**config.mk**
```make
export PLATFORM = sky130hd
export DESIGN_NAME = telnet_receive_option_parser_unit_flat
export DESIGN_NICKNAME = d
export VERILOG_FILES = /design/src/hdl/trop_pkg.sv /design/src/hdl/trop_if.sv /design/src/hdl/trop_csr.sv /design/src/hdl/trop_front.sv /design/src/hdl/trop_queue.sv /design/src/hdl/trop_back.sv /design/src/hdl/telnet_receive_option_parser_unit.sv /design/src/flat_wrapper.sv
export SDC_FILE = /design/constraint.sdc
export NUM_CORES = 1
export LEC_CHECK = 0
export BUFFER_PORTS_ARGS = -buffer_cell sky130_fd_sc_hd__buf_4
export CORE_UTILIZATION = 35
export CTS_CLUSTER_DIAMETER = 30
export DETAILED_ROUTE_END_ITERATION = 12
export PLACE_DENSITY_LB_ADDON = 0.08
export SYNTH_ARGS = -nofsm -noshare
export SYNTH_HDL_FRONTEND = slang
export SYNTH_SLANG_ARGS = --single-unit
```
**constraint.sdc**
```tcl
create_clock -name clock -period 7.34 [get_ports clock]
set_input_delay 1.468 -clock clock [delete_from_list [all_inputs] [get_ports clock]]
set_output_delay 1.468 -clock clock [all_outputs]
set_load 0.01 [all_outputs]
```
**src/hdl/trop_pkg.sv**
```systemverilog
`default_nettype none

package trop_pkg;

   localparam int TERM_CHARS        = 8;
   localparam int QUEUE_DEPTH       = 4;
   localparam int QUEUE_PTR_WIDTH   = $clog2(QUEUE_DEPTH);
   localparam int QUEUE_COUNT_WIDTH = $clog2(QUEUE_DEPTH + 1);
   localparam int CSR_INDEX_WIDTH   = 3;
   localparam int CSR_DATA_WIDTH    = 64;

   typedef logic [7:0]                   byte_type;
   typedef logic [2:0]                   kind_type;
   typedef logic [3:0]                   count_type;
   typedef logic [CSR_INDEX_WIDTH-1:0]   csr_index_type;
   typedef logic [CSR_DATA_WIDTH-1:0]    csr_data_type;
   typedef logic [1:0]                   op_type;

   localparam byte_type B_IAC  = 8'd255;
   localparam byte_type B_DONT = 8'd254;
   localparam byte_type B_DO   = 8'd253;
   localparam byte_type B_WONT = 8'd252;
   localparam byte_type B_WILL = 8'd251;
   localparam byte_type B_SB   = 8'd250;
   localparam byte_type B_BRK  = 8'd243;
   localparam byte_type B_SE   = 8'd240;

   localparam byte_type OPT_BINARY  = 8'd0;
   localparam byte_type OPT_ECHO    = 8'd1;
   localparam byte_type OPT_SGA     = 8'd3;
   localparam byte_type OPT_TERM    = 8'd24;
   localparam byte_type OPT_COMPORT = 8'd44;

   localparam byte_type SUB_IS   = 8'd0;
   localparam byte_type SUB_SEND = 8'd1;

   localparam byte_type CP_SET_CONTROL = 8'd5;
   localparam byte_type CTL_DTR_ON     = 8'd8;
   localparam byte_type CTL_DTR_OFF    = 8'd9;
   localparam byte_type CTL_RTS_ON     = 8'd11;
   localparam byte_type CTL_RTS_OFF    = 8'd12;
   localparam byte_type CR_BYTE        = 8'd13;
   localparam byte_type NUL_BYTE       = 8'd0;

   localparam kind_type K_DATA  = 3'd0;
   localparam kind_type K_REPLY = 3'd1;
   localparam kind_type K_DTR   = 3'd2;
   localparam kind_type K_RTS   = 3'd3;
   localparam kind_type K_BREAK = 3'd4;

   localparam csr_index_type CSR_SENT_WILL_BINARY     = 3'd0;
   localparam csr_index_type CSR_SENT_WILL_ECHO       = 3'd1;
   localparam csr_index_type CSR_SENT_DO_BINARY       = 3'd2;
   localparam csr_index_type CSR_SENT_DO_ECHO         = 3'd3;
   localparam csr_index_type CSR_TERMINAL_NAME        = 3'd4;
   localparam csr_index_type CSR_TERMINAL_NAME_LENGTH = 3'd5;
   localparam csr_index_type CSR_LINE_CONTROL_ENABLE  = 3'd6;

   localparam op_type CMD_SINGLE = 2'd0;
   localparam op_type CMD_REPLY3 = 2'd1;
   localparam op_type CMD_TERM   = 2'd2;

   typedef struct packed {
      logic         sent_will_binary;
      logic         sent_will_echo;
      logic         sent_do_binary;
      logic         sent_do_echo;
      csr_data_type terminal_name;
      count_type    terminal_name_length;
      logic         line_control_enable;
   } cfg_type;

   typedef struct packed {
      op_type   op;
      kind_type kind;
      byte_type b0;
      byte_type b1;
   } cmd_type;

endpackage

`default_nettype wire

```
**src/hdl/trop_if.sv**
```systemverilog
`default_nettype none

interface trop_req_if;
   import trop_pkg::*;
   logic     valid;
   logic     ready;
   byte_type rx_byte;
   modport source (output valid, output rx_byte, input ready);
   modport sink (input valid, input rx_byte, output ready);
endinterface

interface trop_rsp_if;
   import trop_pkg::*;
   logic     valid;
   logic     ready;
   kind_type kind;
   byte_type byte_value;
   logic     last;
   modport source (output valid, output kind, output byte_value, output last, input ready);
   modport sink (input valid, input kind, input byte_value, input last, output ready);
endinterface

interface trop_csr_if;
   import trop_pkg::*;
   logic          valid;
   logic          ready;
   csr_index_type index;
   csr_data_type  data;
   modport source (output valid, output index, output data, input ready);
   modport sink (input valid, input index, input data, output ready);
endinterface

`default_nettype wire

```
**src/hdl/trop_csr.sv**
```systemverilog
`default_nettype none

module trop_csr (
   input  wire               clock,
   input  wire               reset,
   trop_csr_if.sink          csr_bus,
   output trop_pkg::cfg_type cfg
);
   import trop_pkg::*;

   cfg_type cfg_ff;
   cfg_type cfg_in;

   assign csr_bus.ready = 1'b1;
   assign cfg = cfg_ff;

   always_comb begin
      cfg_in = cfg_ff;
      if (csr_bus.valid) begin
         case (csr_bus.index)
            CSR_SENT_WILL_BINARY:     cfg_in.sent_will_binary = csr_bus.data[0];
            CSR_SENT_WILL_ECHO:       cfg_in.sent_will_echo = csr_bus.data[0];
            CSR_SENT_DO_BINARY:       cfg_in.sent_do_binary = csr_bus.data[0];
            CSR_SENT_DO_ECHO:         cfg_in.sent_do_echo = csr_bus.data[0];
            CSR_TERMINAL_NAME:        cfg_in.terminal_name = csr_bus.data;
            CSR_TERMINAL_NAME_LENGTH: cfg_in.terminal_name_length = csr_bus.data[3:0];
            CSR_LINE_CONTROL_ENABLE:  cfg_in.line_control_enable = csr_bus.data[0];
            default: ;
         endcase
      end
   end

   always_ff @(posedge clock) begin
      if (reset) begin
         cfg_ff.sent_will_binary     <= 1'b1;
         cfg_ff.sent_will_echo       <= 1'b1;
         cfg_ff.sent_do_binary       <= 1'b1;
         cfg_ff.sent_do_echo         <= 1'b1;
         cfg_ff.terminal_name        <= '0;
         cfg_ff.terminal_name_length <= '0;
         cfg_ff.line_control_enable  <= 1'b1;
      end else begin
         cfg_ff <= cfg_in;
      end
   end

endmodule

`default_nettype wire

```
**src/hdl/trop_front.sv**
```systemverilog
`default_nettype none

module trop_front (
   input  wire               clock,
   input  wire               reset,
   trop_req_if.sink          req_bus,
   input  trop_pkg::cfg_type cfg,
   input  wire               queue_full,
   output logic              push,
   output trop_pkg::cmd_type push_cmd
);
   import trop_pkg::*;

   localparam logic [3:0] PH_DATA       = 4'd0;
   localparam logic [3:0] PH_IAC        = 4'd1;
   localparam logic [3:0] PH_WILL       = 4'd2;
   localparam logic [3:0] PH_DO         = 4'd3;
   localparam logic [3:0] PH_WONT       = 4'd4;
   localparam logic [3:0] PH_SB         = 4'd5;
   localparam logic [3:0] PH_SB_TERM    = 4'd6;
   localparam logic [3:0] PH_SB_COMPORT = 4'd7;
   localparam logic [3:0] PH_SB_SKIP    = 4'd8;
   localparam logic [3:0] PH_SB_IAC     = 4'd9;

   logic [3:0] phase_ff, phase_in;
   logic       crlf_ff, crlf_in;
   logic       rx_binary_ff, rx_binary_in;
   logic       term_query_ff, term_query_in;
   logic       ctl_pending_ff, ctl_pending_in;
   byte_type   ctl_value_ff, ctl_value_in;
   logic       accept;
   byte_type   ch;

   assign req_bus.ready = !queue_full;
   assign accept = req_bus.valid && !queue_full;
   assign ch = req_bus.rx_byte;

   always_comb begin
      phase_in       = phase_ff;
      crlf_in        = crlf_ff;
      rx_binary_in   = rx_binary_ff;
      term_query_in  = term_query_ff;
      ctl_pending_in = ctl_pending_ff;
      ctl_value_in   = ctl_value_ff;
      push           = 1'b0;
      push_cmd       = '0;
      if (accept) begin
         crlf_in = 1'b0;
         if (!(crlf_ff && ch == NUL_BYTE)) begin
            case (phase_ff)
               PH_DATA: begin
                  if (ch == B_IAC) begin
                     phase_in = PH_IAC;
                  end else begin
                     push          = 1'b1;
                     push_cmd.op   = CMD_SINGLE;
                     push_cmd.kind = K_DATA;
                     push_cmd.b0   = ch;
                     if (ch == CR_BYTE && !rx_binary_ff) crlf_in = 1'b1;
                  end
               end
               PH_IAC: begin
                  phase_in = PH_DATA;
                  if (ch == B_IAC) begin
                     push          = 1'b1;
                     push_cmd.op   = CMD_SINGLE;
                     push_cmd.kind = K_DATA;
                     push_cmd.b0   = ch;
                  end else if (ch == B_SB) begin
                     phase_in = PH_SB;
                  end else if (ch == B_WILL) begin
                     phase_in = PH_WILL;
                  end else if (ch == B_DO) begin
                     phase_in = PH_DO;
                  end else if (ch inside {B_DONT, B_WONT}) begin
                     phase_in = PH_WONT;
                  end else if (ch == B_BRK) begin
                     push          = 1'b1;
                     push_cmd.op   = CMD_SINGLE;
                     push_cmd.kind = K_BREAK;
                  end
               end
               PH_WONT: phase_in = PH_DATA;
               PH_DO: begin
                  phase_in    = PH_DATA;
                  push_cmd.op = CMD_REPLY3;
                  push_cmd.b1 = ch;
                  if (ch == OPT_BINARY) begin
                     push        = !cfg.sent_will_binary;
                     push_cmd.b0 = B_WILL;
                  end else if (ch == OPT_ECHO) begin
                     push        = !cfg.sent_will_echo;
                     push_cmd.b0 = B_WONT;
                  end else begin
                     push        = !(ch inside {OPT_SGA, OPT_TERM});
                     push_cmd.b0 = B_WONT;
                  end
               end
               PH_WILL: begin
                  phase_in    = PH_DATA;
                  push_cmd.op = CMD_REPLY3;
                  push_cmd.b1 = ch;
                  if (ch == OPT_BINARY) begin
                     rx_binary_in = 1'b1;
                     push         = !cfg.sent_do_binary;
                     push_cmd.b0  = B_DO;
                  end else if (ch == OPT_ECHO) begin
                     push        = !cfg.sent_do_echo;
                     push_cmd.b0 = B_DO;
                  end else begin
                     push        = !(ch inside {OPT_SGA, OPT_TERM});
                     push_cmd.b0 = B_DONT;
                  end
               end
               PH_SB: begin
                  if (ch == OPT_COMPORT)   phase_in = PH_SB_COMPORT;
                  else if (ch == OPT_TERM) phase_in = PH_SB_TERM;
                  else                     phase_in = PH_SB_SKIP;
               end
               PH_SB_TERM: begin
                  if (ch == SUB_SEND) term_query_in = 1'b1;
                  phase_in = PH_SB_SKIP;
               end
               PH_SB_COMPORT: begin
                  if (ctl_pending_ff) begin
                     ctl_value_in = ch;
                     phase_in     = PH_SB_SKIP;
                  end else if (ch == CP_SET_CONTROL) begin
                     ctl_pending_in = 1'b1;
                  end else begin
                     phase_in = PH_SB_SKIP;
                  end
               end
               PH_SB_SKIP: begin
                  if (ch == B_IAC) phase_in = PH_SB_IAC;
               end
               PH_SB_IAC: begin
                  if (ch != B_SE) begin
                     phase_in = PH_SB_SKIP;
                  end else begin
                     if (term_query_ff) begin
                        push        = 1'b1;
                        push_cmd.op = CMD_TERM;
                     end else if (ctl_pending_ff && cfg.line_control_enable) begin
                        push_cmd.op = CMD_SINGLE;
                        case (ctl_value_ff)
                           CTL_DTR_ON: begin
                              push          = 1'b1;
                              push_cmd.kind = K_DTR;
                              push_cmd.b0   = 8'd1;
                           end
                           CTL_DTR_OFF: begin
                              push          = 1'b1;
                              push_cmd.kind = K_DTR;
                           end
                           CTL_RTS_ON: begin
                              push          = 1'b1;
                              push_cmd.kind = K_RTS;
                              push_cmd.b0   = 8'd1;
                           end
                           CTL_RTS_OFF: begin
                              push          = 1'b1;
                              push_cmd.kind = K_RTS;
                           end
                           default: ;
                        endcase
                     end
                     term_query_in  = 1'b0;
                     ctl_pending_in = 1'b0;
                     phase_in       = PH_DATA;
                  end
               end
               default: phase_in = PH_DATA;
            endcase
         end
      end
   end

   always_ff @(posedge clock) begin
      if (reset) begin
         phase_ff       <= PH_DATA;
         crlf_ff        <= 1'b0;
         rx_binary_ff   <= 1'b0;
         term_query_ff  <= 1'b0;
         ctl_pending_ff <= 1'b0;
         ctl_value_ff   <= '0;
      end else begin
         phase_ff       <= phase_in;
         crlf_ff        <= crlf_in;
         rx_binary_ff   <= rx_binary_in;
         term_query_ff  <= term_query_in;
         ctl_pending_ff <= ctl_pending_in;
         ctl_value_ff   <= ctl_value_in;
      end
   end

endmodule

`default_nettype wire

```
**src/hdl/trop_queue.sv**
```systemverilog
`default_nettype none

module trop_queue (
   input  wire               clock,
   input  wire               reset,
   input  wire               push,
   input  trop_pkg::cmd_type push_cmd,
   output logic              full,
   output logic              head_valid,
   output trop_pkg::cmd_type head_cmd,
   input  wire               pop
);
   import trop_pkg::*;

   cmd_type                       entry_ff [QUEUE_DEPTH];
   logic [QUEUE_PTR_WIDTH-1:0]    wr_ptr_ff, wr_ptr_in;
   logic [QUEUE_PTR_WIDTH-1:0]    rd_ptr_ff, rd_ptr_in;
   logic [QUEUE_COUNT_WIDTH-1:0]  count_ff, count_in;

   localparam logic [QUEUE_COUNT_WIDTH-1:0] COUNT_FULL = QUEUE_COUNT_WIDTH'(QUEUE_DEPTH);
   localparam logic [QUEUE_PTR_WIDTH-1:0]   PTR_LAST   = QUEUE_PTR_WIDTH'(QUEUE_DEPTH - 1);

   assign full       = (count_ff == COUNT_FULL);
   assign head_valid = (count_ff != '0);
   assign head_cmd   = entry_ff[rd_ptr_ff];

   always_comb begin
      wr_ptr_in = wr_ptr_ff;
      rd_ptr_in = rd_ptr_ff;
      count_in  = count_ff;
      if (push) wr_ptr_in = (wr_ptr_ff == PTR_LAST) ? '0 : wr_ptr_ff + 1'b1;
      if (pop)  rd_ptr_in = (rd_ptr_ff == PTR_LAST) ? '0 : rd_ptr_ff + 1'b1;
      if (push && !pop)      count_in = count_ff + 1'b1;
      else if (pop && !push) count_in = count_ff - 1'b1;
   end

   always_ff @(posedge clock) begin
      if (push) entry_ff[wr_ptr_ff] <= push_cmd;
   end

   always_ff @(posedge clock) begin
      if (reset) begin
         wr_ptr_ff <= '0;
         rd_ptr_ff <= '0;
         count_ff  <= '0;
      end else begin
         wr_ptr_ff <= wr_ptr_in;
         rd_ptr_ff <= rd_ptr_in;
         count_ff  <= count_in;
      end
   end

`ifndef SYNTHESIS
   a_count_bound: assert property (@(posedge clock) disable iff (reset)
      count_ff <= COUNT_FULL)
      else $error("queue count beyond depth");
   a_no_pop_empty: assert property (@(posedge clock) disable iff (reset)
      pop |-> head_valid)
      else $error("pop from empty queue");
`endif

endmodule

`default_nettype wire

```
**src/hdl/trop_back.sv**
```systemverilog
`default_nettype none

module trop_back (
   input  wire               clock,
   input  wire               reset,
   input  trop_pkg::cfg_type cfg,
   input  wire               head_valid,
   input  trop_pkg::cmd_type head_cmd,
   output logic              pop,
   trop_rsp_if.source        rsp_bus
);
   import trop_pkg::*;

   localparam count_type TERM_MAX = count_type'(TERM_CHARS);

   count_type idx_ff, idx_in;
   logic      rsp_valid_ff, rsp_valid_in;
   kind_type  rsp_kind_ff, rsp_kind_in;
   byte_type  rsp_byte_ff, rsp_byte_in;
   logic      rsp_last_ff, rsp_last_in;

   count_type name_len;
   count_type last_idx;
   count_type name_sel;
   logic      slot_free;
   logic      emit;
   logic      at_last;
   byte_type  cur_byte;
   kind_type  cur_kind;

   assign rsp_bus.valid      = rsp_valid_ff;
   assign rsp_bus.kind       = rsp_kind_ff;
   assign rsp_bus.byte_value = rsp_byte_ff;
   assign rsp_bus.last       = rsp_last_ff;

   assign name_len  = (cfg.terminal_name_length > TERM_MAX) ? TERM_MAX
                                                            : cfg.terminal_name_length;
   assign name_sel  = idx_ff - 4'd4;
   assign slot_free = !rsp_valid_ff || rsp_bus.ready;
   assign emit      = head_valid && slot_free;
   assign at_last   = (idx_ff == last_idx);
   assign pop       = emit && at_last;

   always_comb begin
      last_idx = '0;
      cur_kind = K_REPLY;
      cur_byte = '0;
      case (head_cmd.op)
         CMD_SINGLE: begin
            cur_kind = head_cmd.kind;
            cur_byte = head_cmd.b0;
         end
         CMD_REPLY3: begin
            last_idx = 4'd2;
            case (idx_ff)
               4'd0:    cur_byte = B_IAC;
               4'd1:    cur_byte = head_cmd.b0;
               default: cur_byte = head_cmd.b1;
            endcase
         end
         CMD_TERM: begin
            last_idx = name_len + 4'd5;
            if (idx_ff == 4'd0)                 cur_byte = B_IAC;
            else if (idx_ff == 4'd1)            cur_byte = B_SB;
            else if (idx_ff == 4'd2)            cur_byte = OPT_TERM;
            else if (idx_ff == 4'd3)            cur_byte = SUB_IS;
            else if (idx_ff == last_idx)        cur_byte = B_SE;
            else if (idx_ff == last_idx - 4'd1) cur_byte = B_IAC;
            else cur_byte = cfg.terminal_name[{name_sel[2:0], 3'b000} +: 8];
         end
         default: ;
      endcase
   end

   always_comb begin
      idx_in       = idx_ff;
      rsp_valid_in = rsp_valid_ff && !rsp_bus.ready;
      rsp_kind_in  = rsp_kind_ff;
      rsp_byte_in  = rsp_byte_ff;
      rsp_last_in  = rsp_last_ff;
      if (emit) begin
         rsp_valid_in = 1'b1;
         rsp_kind_in  = cur_kind;
         rsp_byte_in  = cur_byte;
         rsp_last_in  = at_last;
         idx_in       = at_last ? '0 : idx_ff + 4'd1;
      end
   end

   always_ff @(posedge clock) begin
      rsp_kind_ff <= rsp_kind_in;
      rsp_byte_ff <= rsp_byte_in;
      rsp_last_ff <= rsp_last_in;
   end

   always_ff @(posedge clock) begin
      if (reset) begin
         idx_ff       <= '0;
         rsp_valid_ff <= 1'b0;
      end else begin
         idx_ff       <= idx_in;
         rsp_valid_ff <= rsp_valid_in;
      end
   end

`ifndef SYNTHESIS
   a_pop_marks_last: assert property (@(posedge clock) disable iff (reset)
      pop |=> rsp_valid_ff && rsp_last_ff)
      else $error("command retired without final result");
   a_idx_in_range: assert property (@(posedge clock) disable iff (reset)
      head_valid |-> idx_ff <= last_idx)
      else $error("result index past end of command");
   a_idx_idle_zero: assert property (@(posedge clock) disable iff (reset)
      !head_valid |-> idx_ff == '0)
      else $error("result index not cleared while queue empty");
`endif

endmodule

`default_nettype wire

```
**src/hdl/telnet_receive_option_parser_unit.sv**
```systemverilog
`default_nettype none
// A parsed command enters the queue; its first result is then registered at the output.
// Throughput: one byte per cycle; a command with several results sends one per cycle
// from the back end while the response bus is ready; a 4-entry queue lets the front keep
// parsing, and input stalls only while the queue holds four commands.
// Reset: synchronous, active high; clears parser state and queue and restores
// configuration registers to their reset values.

module telnet_receive_option_parser_unit (
   input  wire        clock,
   input  wire        reset,
   trop_req_if.sink   req_bus,
   trop_rsp_if.source rsp_bus,
   trop_csr_if.sink   csr_bus
);
   import trop_pkg::*;

   cfg_type cfg;
   logic    push;
   cmd_type push_cmd;
   logic    queue_full;
   logic    head_valid;
   cmd_type head_cmd;
   logic    pop;

   trop_csr u_csr (
      .clock   (clock),
      .reset   (reset),
      .csr_bus (csr_bus),
      .cfg     (cfg)
   );

   trop_front u_front (
      .clock      (clock),
      .reset      (reset),
      .req_bus    (req_bus),
      .cfg        (cfg),
      .queue_full (queue_full),
      .push       (push),
      .push_cmd   (push_cmd)
   );

   trop_queue u_queue (
      .clock      (clock),
      .reset      (reset),
      .push       (push),
      .push_cmd   (push_cmd),
      .full       (queue_full),
      .head_valid (head_valid),
      .head_cmd   (head_cmd),
      .pop        (pop)
   );

   trop_back u_back (
      .clock      (clock),
      .reset      (reset),
      .cfg        (cfg),
      .head_valid (head_valid),
      .head_cmd   (head_cmd),
      .pop        (pop),
      .rsp_bus    (rsp_bus)
   );

endmodule

`default_nettype wire
```
**src/flat_wrapper.sv**
```systemverilog
// flat-port wrapper written by rule: the top's interface ports become plain ports
module telnet_receive_option_parser_unit_flat import trop_pkg::*;
  (clock, reset, req_bus_valid, req_bus_rx_byte, req_bus_ready, rsp_bus_valid, rsp_bus_kind, rsp_bus_byte_value, rsp_bus_last, rsp_bus_ready, csr_bus_valid, csr_bus_index, csr_bus_data, csr_bus_ready);
  trop_req_if req_bus_i ();
  trop_rsp_if rsp_bus_i ();
  trop_csr_if csr_bus_i ();
  input  wire clock;
  input  wire reset;
  input wire logic [$bits(req_bus_i.valid)-1:0] req_bus_valid;
  input wire logic [$bits(req_bus_i.rx_byte)-1:0] req_bus_rx_byte;
  output wire logic [$bits(req_bus_i.ready)-1:0] req_bus_ready;
  output wire logic [$bits(rsp_bus_i.valid)-1:0] rsp_bus_valid;
  output wire logic [$bits(rsp_bus_i.kind)-1:0] rsp_bus_kind;
  output wire logic [$bits(rsp_bus_i.byte_value)-1:0] rsp_bus_byte_value;
  output wire logic [$bits(rsp_bus_i.last)-1:0] rsp_bus_last;
  input wire logic [$bits(rsp_bus_i.ready)-1:0] rsp_bus_ready;
  input wire logic [$bits(csr_bus_i.valid)-1:0] csr_bus_valid;
  input wire logic [$bits(csr_bus_i.index)-1:0] csr_bus_index;
  input wire logic [$bits(csr_bus_i.data)-1:0] csr_bus_data;
  output wire logic [$bits(csr_bus_i.ready)-1:0] csr_bus_ready;
  assign req_bus_i.valid = req_bus_valid;
  assign req_bus_i.rx_byte = req_bus_rx_byte;
  assign req_bus_ready = req_bus_i.ready;
  assign rsp_bus_valid = rsp_bus_i.valid;
  assign rsp_bus_kind = rsp_bus_i.kind;
  assign rsp_bus_byte_value = rsp_bus_i.byte_value;
  assign rsp_bus_last = rsp_bus_i.last;
  assign rsp_bus_i.ready = rsp_bus_ready;
  assign csr_bus_i.valid = csr_bus_valid;
  assign csr_bus_i.index = csr_bus_index;
  assign csr_bus_i.data = csr_bus_data;
  assign csr_bus_ready = csr_bus_i.ready;
  telnet_receive_option_parser_unit u_core (.clock(clock), .reset(reset), .req_bus(req_bus_i), .rsp_bus(rsp_bus_i), .csr_bus(csr_bus_i));
endmodule
```
Word level (Yosys, flattened, before mapping)
Memory sizes are Yosys's and may differ from the RTL's. A register that Yosys moved wholly into a read port is not among the register bits. Cells that the tools add are included.

Memory bits (writable): 84. Bits in latches: 0. Register bits after elaboration: 113. Memories: 1. Bits of input ports: 80. ROM bits: 0. Word-level logic and storage cells: 214.

Memory list: u_core.u_queue.entry_ff (depth 4, width 21, rd ports 1, clocked after Yosys merged registers in 1, wr ports 1, RTL line trop_queue.sv:15) `cmd_type entry_ff [QUEUE_DEPTH];`.

Shift-type cells: 1. Muxes and demuxes: 84. Multipliers: 0. Divide/modulo/power cells: 0. Bitwise operators: 1. Reduce and logical (&&, ||, !) cells: 49. Add/sub/neg operators: 8. Eq/ne operators: 48. $lt $le $gt $ge: 1.

Operators with widths (number): $mux 8 (10); $shiftx 64x7->8 (1); $eq 8x8->1 const B (7); $mux 21 (2); $mux 3 (14); $eq 8x4->1 const B (5); $pmux 8 s5 (1); $mux 4 (9); $mux 1 (29); $pmux 4 s7 (1); $pmux 8 s3 (1); $mux 11 (2); $eq 4x2->1 const B (4); $pmux 8 s2 (1); $reduce_and 2->1 (7); $mux 13 (1); $eq 3x3->1 const B (4); $eq 4x3->1 const B (3); $eq 4x4->1 (3); $mux 2 (6); $reduce_and 4->1 (3); $logic_not 1->1 (11); $reduce_and 5->1 (2); $reduce_bool 2->1 (5); other kinds (38) (60).

Longest topological paths before layout
Gate-level depths: netlist (run 1).

Word-level depth: 14. Depth in mapped cells: 17.

Modules after synthesis
From an unflattened synthesis (run 1), not the netlist that was laid out.

Cells, all modules: 872. Area, all modules: 10069.7 µm².

By module, submodules not included: trop_queue (seq. area each 2702.6 µm², instances 1, cells an instance 153, area an instance 3473.3 µm²); trop_csr (seq. area each 1461.4 µm², instances 1, cells an instance 315, area an instance 3323.2 µm²); trop_back (seq. area each 460.4 µm², instances 1, cells an instance 210, area an instance 1886.8 µm²); trop_front (seq. area each 320.3 µm², instances 1, cells an instance 194, area an instance 1386.3 µm²).

Worst setup path after synthesis (run 1)
No wires, ideal clock.

Path type: input to register. Start point: input req_bus_rx_byte[2]. End point: register u_core.u_queue.count_ff[2]. Path buffers: 1. Stages: 11. Data arrival time: 4021 ps. Setup time: 70 ps. Path slack: 3249 ps. Path through: clkbuf_2 nor4_2 nand3_1 o311a_1 a31oi_4 ha_1 inv_1 fa_1 xor2_1 or3_1 a21oi_1.

Longest elaborated chain between the ends: 13.

RTL lines: from (decl) (RTL line flat_wrapper.sv:10) `input wire logic [$bits(req_bus_i.rx_byte)-1:0] req_bus_rx_byte;`; $eq 8x8->1, on equally long branches (RTL line trop_front.sv:77, trop_front.sv:75); $mux 1 or $reduce_bool 2->1 (tied branches) (RTL line trop_front.sv:77, trop_front.sv:75); $mux 1 (RTL line trop_front.sv:75) `end else if (ch inside {B_DONT, B_WONT}) begin`; $mux 1 (RTL line trop_front.sv:73) `end else if (ch == B_DO) begin`; $mux 1 (RTL line trop_front.sv:71) `end else if (ch == B_WILL) begin`; $mux 1 (RTL line trop_front.sv:69) `end else if (ch == B_SB) begin`; $mux 1 (RTL line trop_front.sv:64) `if (ch == B_IAC) begin`; $pmux 1 s5 (RTL line trop_front.sv:50) `case (phase_ff)`; $mux 1 (*) (RTL line trop_front.sv:49) `if (!(crlf_ff && ch == NUL_BYTE)) begin`; $mux 1 (*) (RTL line trop_front.sv:47) `if (accept) begin`; named net u_core.push (RTL line telnet_receive_option_parser_unit.sv:19) `logic push;`; $logic_not 1->1 (RTL line trop_queue.sv:34) `else if (pop && !push) count_in = count_ff - 1'b1;`; $logic_and 1x1->1 (RTL line trop_queue.sv:34); $reduce_bool 2->1 (no source line); to (signal assigned) (RTL line trop_queue.sv:49) `count_ff <= count_in;`; to (decl) (RTL line trop_queue.sv:18) `logic [QUEUE_COUNT_WIDTH-1:0] count_ff, count_in;`.

The timed path passes the listed nets; every way through them passes the cells marked *. A chain may end at the register's enable or synchronous reset.

==> summary.txt, run 1 <==
CTS
  • Post-CTS setup buffer count: 0
  • CTS buffer count: 17
  • Clock sinks: 199
  • Hold buffer count at cts: 0
  • H-tree levels: 4
  • Clk Latency, worst-skew pair: 0.44 ns
  • CTS tree: done
  • Clock-pin slew on the worst setup and hold paths: 0.07 ns
  • Max Buffers Root-to-Sink: 2
  • Clock Root Buffer: clkbuf_16
  • Post-cts gate resize count: 0

Timing
  • Worst slew pin tran: 1.13 ns
  • Min Tclk post-route: 4.16 ns
  • Setup WS post-layout: 3.18 ns
  • Skew final: 0.0199 ns
  • Max Transition Viols Final: 0
  • Final Cycle Share: 56.7%
  • Slew HR: 25.0%
  • Setup TNS Final: 0 ns
  • RSZ-0062 raised after global routing: false
  • Final hold vios: 0
  • Final number of setup-violating endpoints: 0
  • Fmax: 240 MHz

Route
  • Starting DRC count in detailed routing: 467
  • DR vias/cell: 5.27
  • Drc violations: 2
  • Via Count: 6,664
  • Routed Antenna Nets: 0
  • Routed wire length: 23,400 microns
  • DR pass1 iterations: 9
  • Drt wl/cell: 18.5 microns

Synthesis
  • Post-Syn Area: 9250 sq um
  • Avg Cell Area, Syn: 10.9 sq um
  • Main synth FF type: dfxtp_1
  • #FFs+latches synth: 199
  • Library cells used by synthesis: 76
  • Post-synthesis cell count: 850
  • Sequential area share after synthesis: 53.5%
  • Synth warn: 0
  • Number of flops mapped to enable cells by yosys: 96
  • Synthesized net count: 946
  • Ys async rst share: 0%

GRT
  • First-pass GRT wire length: 37,100 microns
  • Grt met2 use: 27.2%
  • GRT busiest layer: met2
  • Met1 global-route usage: 27.0%
  • Vias in the first global route: 6,499
  • GRT Total Usage: 18.3%
  • M3 GR Usage: 2.89%
  • Remaining global-route overflow: 0
  • Initial antenna violation count: 0
  • Largest net degree at the start of global routing: 79

Floorplanning
  • Core box area: 26,000 sq um
  • Die extent in y: 165 microns
  • # rows: 59
  • Initial Util: 35.6%
  • Top Ports: 95
  • Die area: 27,100 sq um
  • Die X: 165 microns

Setup path
  • Crit Path Class: register to register
  • Arrival @ worst endpoint: 4.51 ns
  • Crit path max fanout: 21
  • Worst path required time: 7.69 ns
  • CP startpoint kind: register
  • Kind of end point of the critical path: register

Finish
  • Ratio of cells with drive above 1 in the final layout: 20.9%
  • Nets: 1,013
  • Antenna diodes: 0
  • Area Overhead vs Synth: 16.2%

Power and ir drop
  • Pwr Total: 3.02 mW
  • Maximum VDD drop: 0.141 mV
  • Pleak: 3.77 nW
  • P per Cell Area: 281 nW/um^2

Outcome
  • Outcome: finished with violations
  • Failing checks: design-rule violations

Placed design
  • Routability Congestion: 0.855
  • Hpwl dp: 16,200 microns
  • PortBufs: 93
  • Place WS: 2.89 ns

Job
  • Max-Cap Viols: 0

Min path
  • Type of the tightest min-delay check: register to register
[power by group]
| group | internal (mW) | switching, mW |
|---|---|---|
| registers | 1.29 | 0.0618 |
| clock network | 0.490 | 0.461 |
| logic | 0.316 | 0.401 |
[Yosys cell counts, drive strengths merged, types with 7 or more instances]
master  count  area (sq um)
clkbuf     33           145
o311ai      8          87.6
nand2b      9          56.3
buf        21           141
inv        16          60.1
and2       18           114
nor2b       9          56.3
nand2     179           672
dfxtp     103          2060
nor2       49           186
o21ai      15          75.1
mux2i      18           180
a21oi      88           440
ha         15           188
nor3       12          60.1
nor4        7          50.1
mux4       37           833
a31oi      10          77.6
edfxtp     96          2880
nand3      16          80.1
[final timing paths]
check	startpoint	depth (start not counted)	endpoint	slack (ns)
setup / recovery	register	13	u_core.u_queue.count_ff[2]$_SDFFE_PP0P_	3.18
hold / removal	u_core.u_csr.cfg[28]$_SDFFE_PP0P_	2	u_core.u_csr.cfg[28]$_SDFFE_PP0P_	0.45
setup reg to reg	register	13	u_core.u_queue.count_ff[2]$_SDFFE_PP0P_	3.18
hold reg to reg	u_core.u_csr.cfg[28]$_SDFFE_PP0P_	2	u_core.u_csr.cfg[28]$_SDFFE_PP0P_	0.45
[metal layers]
metal	vias to the layer above	part of all wire [%]	wire length (microns)
li1	3239	-	-
met2	150	45	10400
met4	0	1.6	377
met3	23	3.9	916
met5	-	0	0
met1	3252	50	11700
[flip-flops by register name, indices dropped and copies added (netlist names), 3 cells and up, named ones only]
name and flops:
u_core.u_back.idx_ff 4, u_core.u_back.rsp_bus.byte_value 8, u_core.u_back.rsp_bus.kind 3, u_core.u_csr.cfg 73, u_core.u_front.ctl_value_ff 8, u_core.u_front.phase_ff 4
u_core.u_queue.count_ff 3, u_core.u_queue.entry_ff 84
[final cells by class]
| cell class | count | area (sq um) |
|---|---|---|
| inverter | 16 | 60.1 |
| timing repair buffer | 102 | 766 |
| sequential | 199 | 4940 |
| tap | 335 | 419 |
| clock buffer | 18 | 429 |
| fill | 2587 | 15200 |
| clock inverter | 14 | 166 |
| multi-input combinational | 581 | 3960 |
[per-stage QoR]
| stage | std cells | hold slack [ns] | utilization, % | instance area (sq um) |
|---|---|---|---|---|
| after CTS | 1265 | 0.456 | 41.4 | 10700 |
| after global placement | 1233 | 0.441 | 39.1 | 10200 |
| after global routing | 1265 | 0.472 | 41.4 | 10700 |
| after floorplan | 850 | 0.429 | - | 9250 |
| final | 1265 | 0.455 | 41.4 | 10700 |
| after detailed placement | 1233 | 0.446 | 39.1 | 10200 |
[cells by family after synthesis]
logic type / share of synthesized area, %
and+or+nand+nor: 16.6
DFF: 53.5
AOI/OAI and AO/OA: 11.7
buffers and inverters: 3.75
xor gates and xnor gates: 1.10
other: 0.0406
adders and majority gates: 2.25
muxes: 11.1
[cell usage in the layout (no fill, tap or decap), types with 5 or more instances in the layout]
master and n:
nand2_1 179, dfxtp_1 103, buf_4 102, edfxtp_1 96, a21oi_1 88, nor2_1 48
mux4_2 37, mux2i_1 18, and2_1 17, clkbuf_16 17, inv_1 16, nand3_1 15
ha_1 15, o21ai_0 14, nor3_1 12, nor2b_1 9, nand2b_1 9, a31oi_1 9
o311ai_0 7, inv_6 7, nor4_1 6, nand4b_1 5, o21a_1 5, xor2_1 5
a31o_2 5, o221ai_1 5
[worst max-delay path, cell delays in order, from the launching register on]
cell and delay [ns]:
dfxtp_1 1.05, mux4_2 0.47, inv_1 0.10, ha_1 0.27, and3b_1 0.19, a311oi_1 0.30, o2111ai_2 0.29, or2_2 0.39
ha_1 0.23, inv_1 0.08, fa_1 0.18, xor2_1 0.07, or3_1 0.30, a21oi_1 0.15
No activity file was read; power rests on OpenSTA's default activity.
==> inputs of run 2 (changes only) <==
==> constraint.sdc (replaced) <==
create_clock -name clock -period 4.1 [get_ports clock]
set_input_delay 0.82 -clock clock [delete_from_list [all_inputs] [get_ports clock]]
set_output_delay 0.82 -clock clock [all_outputs]
set_load 0.01 [all_outputs]
==> run 2 against run 1 <==
  * The flow still finishes with violations (design-rule violations)
  * Final area grew 0.73%
  * Combinational power grew 88%
  * Clock skew shrank 0.0055 ns
  * Critical path depth is the same
  * Worst hold slack lost 0.00092 ns
  * Sequential share of layout area shrank 0.33 points
  * Clock power grew 79%
  * Via count grew 0.17%
  * Largest power group unchanged
==> summary.txt, run 2 (synthesis results as in run 1) <==
GRT
  • Vias in the first global route: 6,516 (+0.26%)
  • Largest net degree at the start of global routing: 65 (-18%)
  • Remaining global-route overflow: 0 (unchanged)
  • GRT Total Usage: 18.1% (-0.23 points)
  • First-pass GRT wire length: 36,900 microns (-0.65%)
  • Initial antenna violation count: 0 (unchanged)

Timing
  • Setup WS post-layout: 0.613 ns (-2.57 ns)
  • Final number of setup-violating endpoints: 0 (unchanged)
  • Min Tclk post-route: 3.49 ns (-0.675 ns)
  • RSZ-0062 raised after global routing: false
  • Slew HR: 44.5% (+20 points)
  • Max Transition Viols Final: 0 (unchanged)
  • Worst slew pin tran: 0.832 ns (-0.294 ns)
  • Fmax: 287 MHz (+19%)
  • Final hold vios: 0 (unchanged)
  • Skew final: 0.0144 ns (-0.00553 ns)
  • Setup TNS Final: 0 ns (unchanged)
  • Final Cycle Share: 85.0% (+28 points)

Route
  • Drt wl/cell: 18.4 microns (-0.72%)
  • Starting DRC count in detailed routing: 457 (-2.1%)
  • DR pass1 iterations: 9 (unchanged)
  • Via Count: 6,675 (+0.17%)
  • DR vias/cell: 5.24 (-0.46%)
  • Routed wire length: 23,400 microns (about the same)
  • Routed Antenna Nets: 0 (unchanged)
  • Drc violations: 2 (unchanged)

CTS
  • Post-CTS setup buffer count: 0 (unchanged)
  • Clock Root Buffer: clkbuf_16
  • Post-cts gate resize count: 0 (unchanged)
  • CTS tree: done
  • Max Buffers Root-to-Sink: 2 (unchanged)
  • Clock sinks: 199 (unchanged)
  • Clk Latency, worst-skew pair: 0.44 ns (about the same)
  • Hold buffer count at cts: 0 (unchanged)
  • H-tree levels: 4 (unchanged)
  • CTS buffer count: 17 (unchanged)
  • Clock-pin slew on the worst setup and hold paths: 0.07 ns (about the same)

Setup path
  • Worst path required time: 4.47 ns (-3.22 ns)
  • Kind of end point of the critical path: register
  • CP startpoint kind: register
  • Crit path max fanout: 5 (-76%)
  • Arrival @ worst endpoint: 3.85 ns (-0.66 ns)
  • Crit Path Class: register to register

Outcome
  • Outcome: finished with violations
  • Failing checks: design-rule violations

Floorplanning
  • Core box area: 26,000 sq um (unchanged)
  • # rows: 59 (unchanged)
  • Die area: 27,100 sq um (unchanged)
  • Die X: 165 microns (unchanged)
  • Die extent in y: 165 microns (unchanged)
  • Initial Util: 35.6% (unchanged)
  • Top Ports: 95 (unchanged)

Job
  • Max-Cap Viols: 0 (unchanged)

Finish
  • Nets: 1,021 (+0.79%)
  • Most frequent cells in the layout: 179 x nand2_1, 109 x buf_4, 103 x dfxtp_1
  • Most common cell after layout, fill and taps aside: nand2_1
  • Area Overhead vs Synth: 17.1%
  • Largest Register: u_core.u_queue.entry_ff
  • Max reg flops: 84 (unchanged)
  • Ratio of cells with drive above 1 in the final layout: 21.6% (+0.78 points)
  • Antenna diodes: 0 (unchanged)

Power and ir drop
  • Pleak: 3.81 nW (+1.1%)
  • P per Cell Area: 501 nW/um^2 (+78%)
  • Maximum VDD drop: 0.248 mV (+76%)

Placed design
  • PortBufs: 93 (unchanged)
  • Place WS: 0.364 ns (-2.53 ns)
  • Hpwl dp: 16,300 microns (+0.60%)
  • Routability Congestion: 0.826 (-3.4%)

Min path
  • Type of the tightest min-delay check: register to register
[run 2: changes by cell type in the layout (fill, tap and decap cells not counted), moves of 2 or more]
cell,delta
buf_4,+7
inv_8,+2
inv_6,-6
clkinv_8,+2
[run 2: path summary, 6_finish.rpt]
kind / from / cells past startpoint / endpoint / slack [ns]
worst min-delay path: u_core.u_csr.cfg[66]$_SDFFE_PP0P_ / 2 / u_core.u_csr.cfg[66]$_SDFFE_PP0P_ / 0.45
worst min register to register: u_core.u_csr.cfg[66]$_SDFFE_PP0P_ / 2 / u_core.u_csr.cfg[66]$_SDFFE_PP0P_ / 0.45
worst max register to register: register / 13 / u_core.u_queue.count_ff[2]$_SDFFE_PP0P_ / 0.61
worst max-delay path: register / 13 / u_core.u_queue.count_ff[2]$_SDFFE_PP0P_ / 0.61
[run 2: power by group]
part | internal (mW) | total (mW) | switching [mW]
Sequential | 2.31 | 2.38 | 0.0772
Combinational | 0.592 | 1.35 | 0.754
Clock | 0.829 | 1.70 | 0.869
Total | 3.73 | 5.43 | 1.70
[run 2: routing by layer]
| metal | wire, microns | vias up | global-route usage, % | share of wire, % |
|---|---|---|---|---|
| met5 | 0 | - | 0 | 0 |
| met4 | 242 | 0 | 4.55 | 1.0 |
| met2 | 10600 | 141 | 27.5 | 45 |
| met1 | 11700 | 3269 | 26.5 | 50 |
| li1 | - | 3247 | - | - |
| met3 | 924 | 18 | 2.89 | 3.9 |
[run 2: stage by stage]
stage | utilization (%) | hold slack, ns | power [mW] | std cells | instance area, sq um
final | 41.7 | 0.454 | 5.43 | 1273 | 10800
after detailed placement | 39.3 | 0.445 | 3.80 | 1241 | 10200
after global placement | 39.3 | 0.442 | 3.80 | 1241 | 10200
after floorplan | - | 0.429 | 3.29 | 850 | 9250
after CTS | 41.7 | 0.457 | 5.50 | 1273 | 10800
after global routing | 41.7 | 0.474 | 5.70 | 1273 | 10800
[run 2: worst max-delay path: stages (launching register included)]
cell and delay (ns):
dfxtp_1 0.45, mux4_2 0.59, inv_1 0.11, ha_1 0.28, and3b_1 0.20, a311oi_1 0.29, o2111ai_2 0.17, or2_2 0.33
ha_1 0.22, inv_1 0.08, fa_1 0.18, xor2_1 0.07, or3_1 0.30, a21oi_1 0.15
[run 2: cell type report]
type                    instances  area, sq um
fillers                      2559        15200
flip-flops and latches        199         4940
multi-input cells             581         3960
repair buffers                110          838
clock buffers                  17          425
well taps                     335          419
clock inverters                15          176
inverters                      16         60.1
==> inputs of run 3 (changes only) <==
--- a/config.mk
+++ b/config.mk
@@ -5,11 +5,13 @@
 export SDC_FILE = /design/constraint.sdc
 export NUM_CORES = 1
 export LEC_CHECK = 0
+export ABC_CLOCK_PERIOD_IN_PS = 4100
 export BUFFER_PORTS_ARGS = -buffer_cell sky130_fd_sc_hd__buf_4
 export CORE_UTILIZATION = 35
 export CTS_CLUSTER_DIAMETER = 30
 export DETAILED_ROUTE_END_ITERATION = 12
 export PLACE_DENSITY_LB_ADDON = 0.08
+export SETUP_SLACK_MARGIN = 0.02
 export SYNTH_ARGS = -nofsm -noshare
 export SYNTH_HDL_FRONTEND = slang
 export SYNTH_SLANG_ARGS = --single-unit
==> constraint.sdc (replaced) <==
create_clock -name clock -period 4.1 [get_ports clock]
set_input_delay 0.41 -clock clock [delete_from_list [all_inputs] [get_ports clock]]
set_output_delay 0.41 -clock clock [all_outputs]
set_load 0.01 [all_outputs]
==> run 3 against run 2 <==
  * The run now ends clean
  * Wire length is 1.6% lower
  * Core utilization hardly changed
  * Critical path depth stayed put
  * Largest cell class unchanged
  * Total power is 1.1% higher
  * Register-to-register slack better by 0.06 ns
  * Largest power group unchanged
  * First-iteration DRC count is 15% lower
  * Final area hardly changed
  * Clock power is 4% higher
==> summary.txt, run 3 (synthesis results as in run 1) <==
Finish
  • Ratio of cells with drive above 1 in the final layout: 21.4% (-0.27 points)
  • Max reg flops: 84 (unchanged)
  • Largest Register: u_core.u_queue.entry_ff
  • Fill cells: 2,563 (+0.16%)
  • Area Overhead vs Synth: 17.1% (about the same)
  • Most common cell after layout, fill and taps aside: nand2_1
  • Antenna diodes: 0 (unchanged)
  • Nets: 1,019 (-0.20%)
  • Most frequent cells in the layout: 179 x nand2_1, 108 x buf_4, 103 x dfxtp_1

Route
  • Drc violations: 0 (-2)
  • Drt wl/cell: 18.1 microns (-1.4%)
  • DR pass1 iterations: 4 (-5)
  • Starting DRC count in detailed routing: 388 (-15%)
  • DR vias/cell: 5.13 (-2.1%)
  • Routed Antenna Nets: 0 (unchanged)
  • Via Count: 6,526 (-2.2%)
  • Routed wire length: 23,000 microns (-1.6%)

CTS
  • Max Buffers Root-to-Sink: 2 (unchanged)
  • CTS buffer count: 17 (unchanged)
  • Clock sinks: 199 (unchanged)
  • CTS tree: done
  • Clock Root Buffer: clkbuf_16
  • Post-CTS setup buffer count: 0 (unchanged)
  • Post-cts gate resize count: 0 (unchanged)
  • Clock-pin slew on the worst setup and hold paths: 0.08 ns (about the same)
  • Clk Latency, worst-skew pair: 0.43 ns (about the same)
  • Hold buffer count at cts: 0 (unchanged)
  • H-tree levels: 4 (unchanged)

Setup path
  • Worst reg2reg endpoint: u_core.u_queue.count_ff[2]$_SDFFE_PP0P_
  • Worst path required time: 4.46 ns (about the same)
  • CP top delay family: simple AND/OR/NAND/NOR gates
  • Critical path, cell by cell: mux4_2, inv_1, ha_1, and3b_1, a311oi_1, o2111ai_2, or2_2, ha_1, inv_1, fa_1, xor2_1, or3_1, a21oi_1
  • Crit path max fanout: 5 (unchanged)
  • Cells on worst reg2reg path: 13 (unchanged)
  • Buf/Inv on CP: 2 (unchanged)
  • Slowest stage delay, CP: 0.58 ns (about the same)
  • CP startpoint kind: register
  • Reg-to-reg slack, setup: 0.67 ns (+0.06 ns)
  • Crit Path Class: register to register
  • Kind of end point of the critical path: register
  • Arrival @ worst endpoint: 3.79 ns (-0.06 ns)
  • Crit path max-delay cell type: mux4_2

Timing
  • Slew HR: 44.8% (+0.31 points)
  • Min Tclk post-route: 3.43 ns (-0.0562 ns)
  • Fin Hold WS: 0.212 ns (-0.241 ns)
  • Fmax: 292 MHz (+1.6%)
  • Final hold vios: 0 (unchanged)
  • Skew final: 0.0113 ns (-0.00315 ns)
  • Worst slew pin tran: 0.820 ns (-0.0122 ns)
  • Setup WS post-layout: 0.670 ns (+0.0562 ns)
  • Max Transition Viols Final: 0 (unchanged)
  • Final Cycle Share: 83.7% (-1.4 points)
  • RSZ-0062 raised after global routing: false
  • Setup TNS Final: 0 ns (unchanged)
  • Final number of setup-violating endpoints: 0 (unchanged)

Floorplanning
  • Top Ports: 95 (unchanged)
  • # rows: 59 (unchanged)
  • Die extent in y: 165 microns (unchanged)
  • Die area: 27,100 sq um (unchanged)
  • Die X: 165 microns (unchanged)
  • Core box area: 26,000 sq um (unchanged)
  • Initial Util: 35.6% (unchanged)

Min path
  • HP Start: csr_bus_data[41]
  • Hold endpoint: u_core.u_csr.cfg[46]$_SDFFE_PP0P_
  • Type of the tightest min-delay check: input port to register
  • Worst hold stages: 3 (+1)

Outcome
  • Outcome: finished, final reports clean

Power and ir drop
  • Pleak: 3.82 nW (+0.23%)
  • Sw frac: 30.1% (-1.2 points)
  • Pwr Total: 5.49 mW (+1.1%)
  • P per Cell Area: 507 nW/um^2 (+1.1%)
  • Maximum VDD drop: 0.205 mV (-17%)
  • Power Internal: 3.84 mW (+2.9%)
  • Reg power frac: 43.5% (-0.4 points)
  • Net Sw Power: 1.65 mW (-2.8%)
  • Gate power share: 24.4% (-0.4 points)
  • Clock group share of total power: 32.1% (+0.8 points)

GRT
  • Vias in the first global route: 6,378 (-2.1%)
  • Largest net degree at the start of global routing: 65 (unchanged)
  • GRT Total Usage: 17.9% (-0.14 points)
  • First-pass GRT wire length: 36,600 microns (-0.82%)
  • Remaining global-route overflow: 0 (unchanged)
  • Initial antenna violation count: 0 (unchanged)

Placed design
  • Hpwl dp: 16,200 microns (-0.56%)
  • Place WS: 0.646 ns (+0.282 ns)
  • PortBufs: 93 (unchanged)
  • Routability Congestion: 0.824 (-0.31%)

Job
  • Max-Cap Viols: 0 (unchanged)
-- run 3: per-layer routing --
metal	vias to the layer above	GRT usage, %	part of all wire, %
li1	3232	-	-
met1	3186	26.8	52
met2	93	26.8	45
met3	15	2.69	2.6
met4	0	4.84	0.93
met5	-	0	0
-- run 3: cell type report --
class	instances	area, sq um	share of cell area, %
flip-flops and latches	199	4940	45.7
clock inverters	12	151	1.40
repair buffers	108	811	7.49
clock buffers	20	479	4.43
inverters	16	60.1	0.555
well taps	335	419	3.87
multi-input cells	581	3960	36.6
-- run 3: worst max path at each step --
stage	start	endpoint	slack [ns]	cells after the start
3_5_place_dp	register	u_core.u_queue.count_ff[2]$_SDFFE_PP0P_	0.65	13
5_1_grt	register	u_core.u_queue.count_ff[2]$_SDFFE_PP0P_	0.37	14
4_1_cts	register	u_core.u_queue.count_ff[2]$_SDFFE_PP0P_	0.64	13
6_report	register	u_core.u_queue.count_ff[2]$_SDFFE_PP0P_	0.67	13
2_1_floorplan	register	u_core.u_queue.count_ff[2]$_SDFFE_PP0P_	0.14	15
3_3_place_gp	register	u_core.u_queue.count_ff[2]$_SDFFE_PP0P_	0.69	13
-- run 3: tightest hold or removal path, delay by kind of cell --
family / cells / cell delay, ns
simple gates: 1 / 0.04
buf+inv: 1 / 0.10
compound gates: 1 / 0.05
-- run 3: through the flow --
step / cells / area [sq um] / utilization, %
4_1_cts: 1271 / 10800 / 41.7
3_5_place_dp: 1239 / 10200 / 39.2
5_1_grt: 1271 / 10800 / 41.7
2_1_floorplan: 850 / 9250 / -
3_3_place_gp: 1239 / 10200 / 39.2
6_report: 1271 / 10800 / 41.7
-- run 3: power groups by stage --
stage | Combinational, mW | Sequential, mW | Clock (mW)
2_1_floorplan | 0.839 | 2.45 | 0
3_3_place_gp | 1.36 | 2.43 | 0
3_5_place_dp | 1.36 | 2.44 | 0
4_1_cts | 1.36 | 2.39 | 1.81
5_1_grt | 1.48 | 2.41 | 1.88
6_report | 1.34 | 2.39 | 1.76
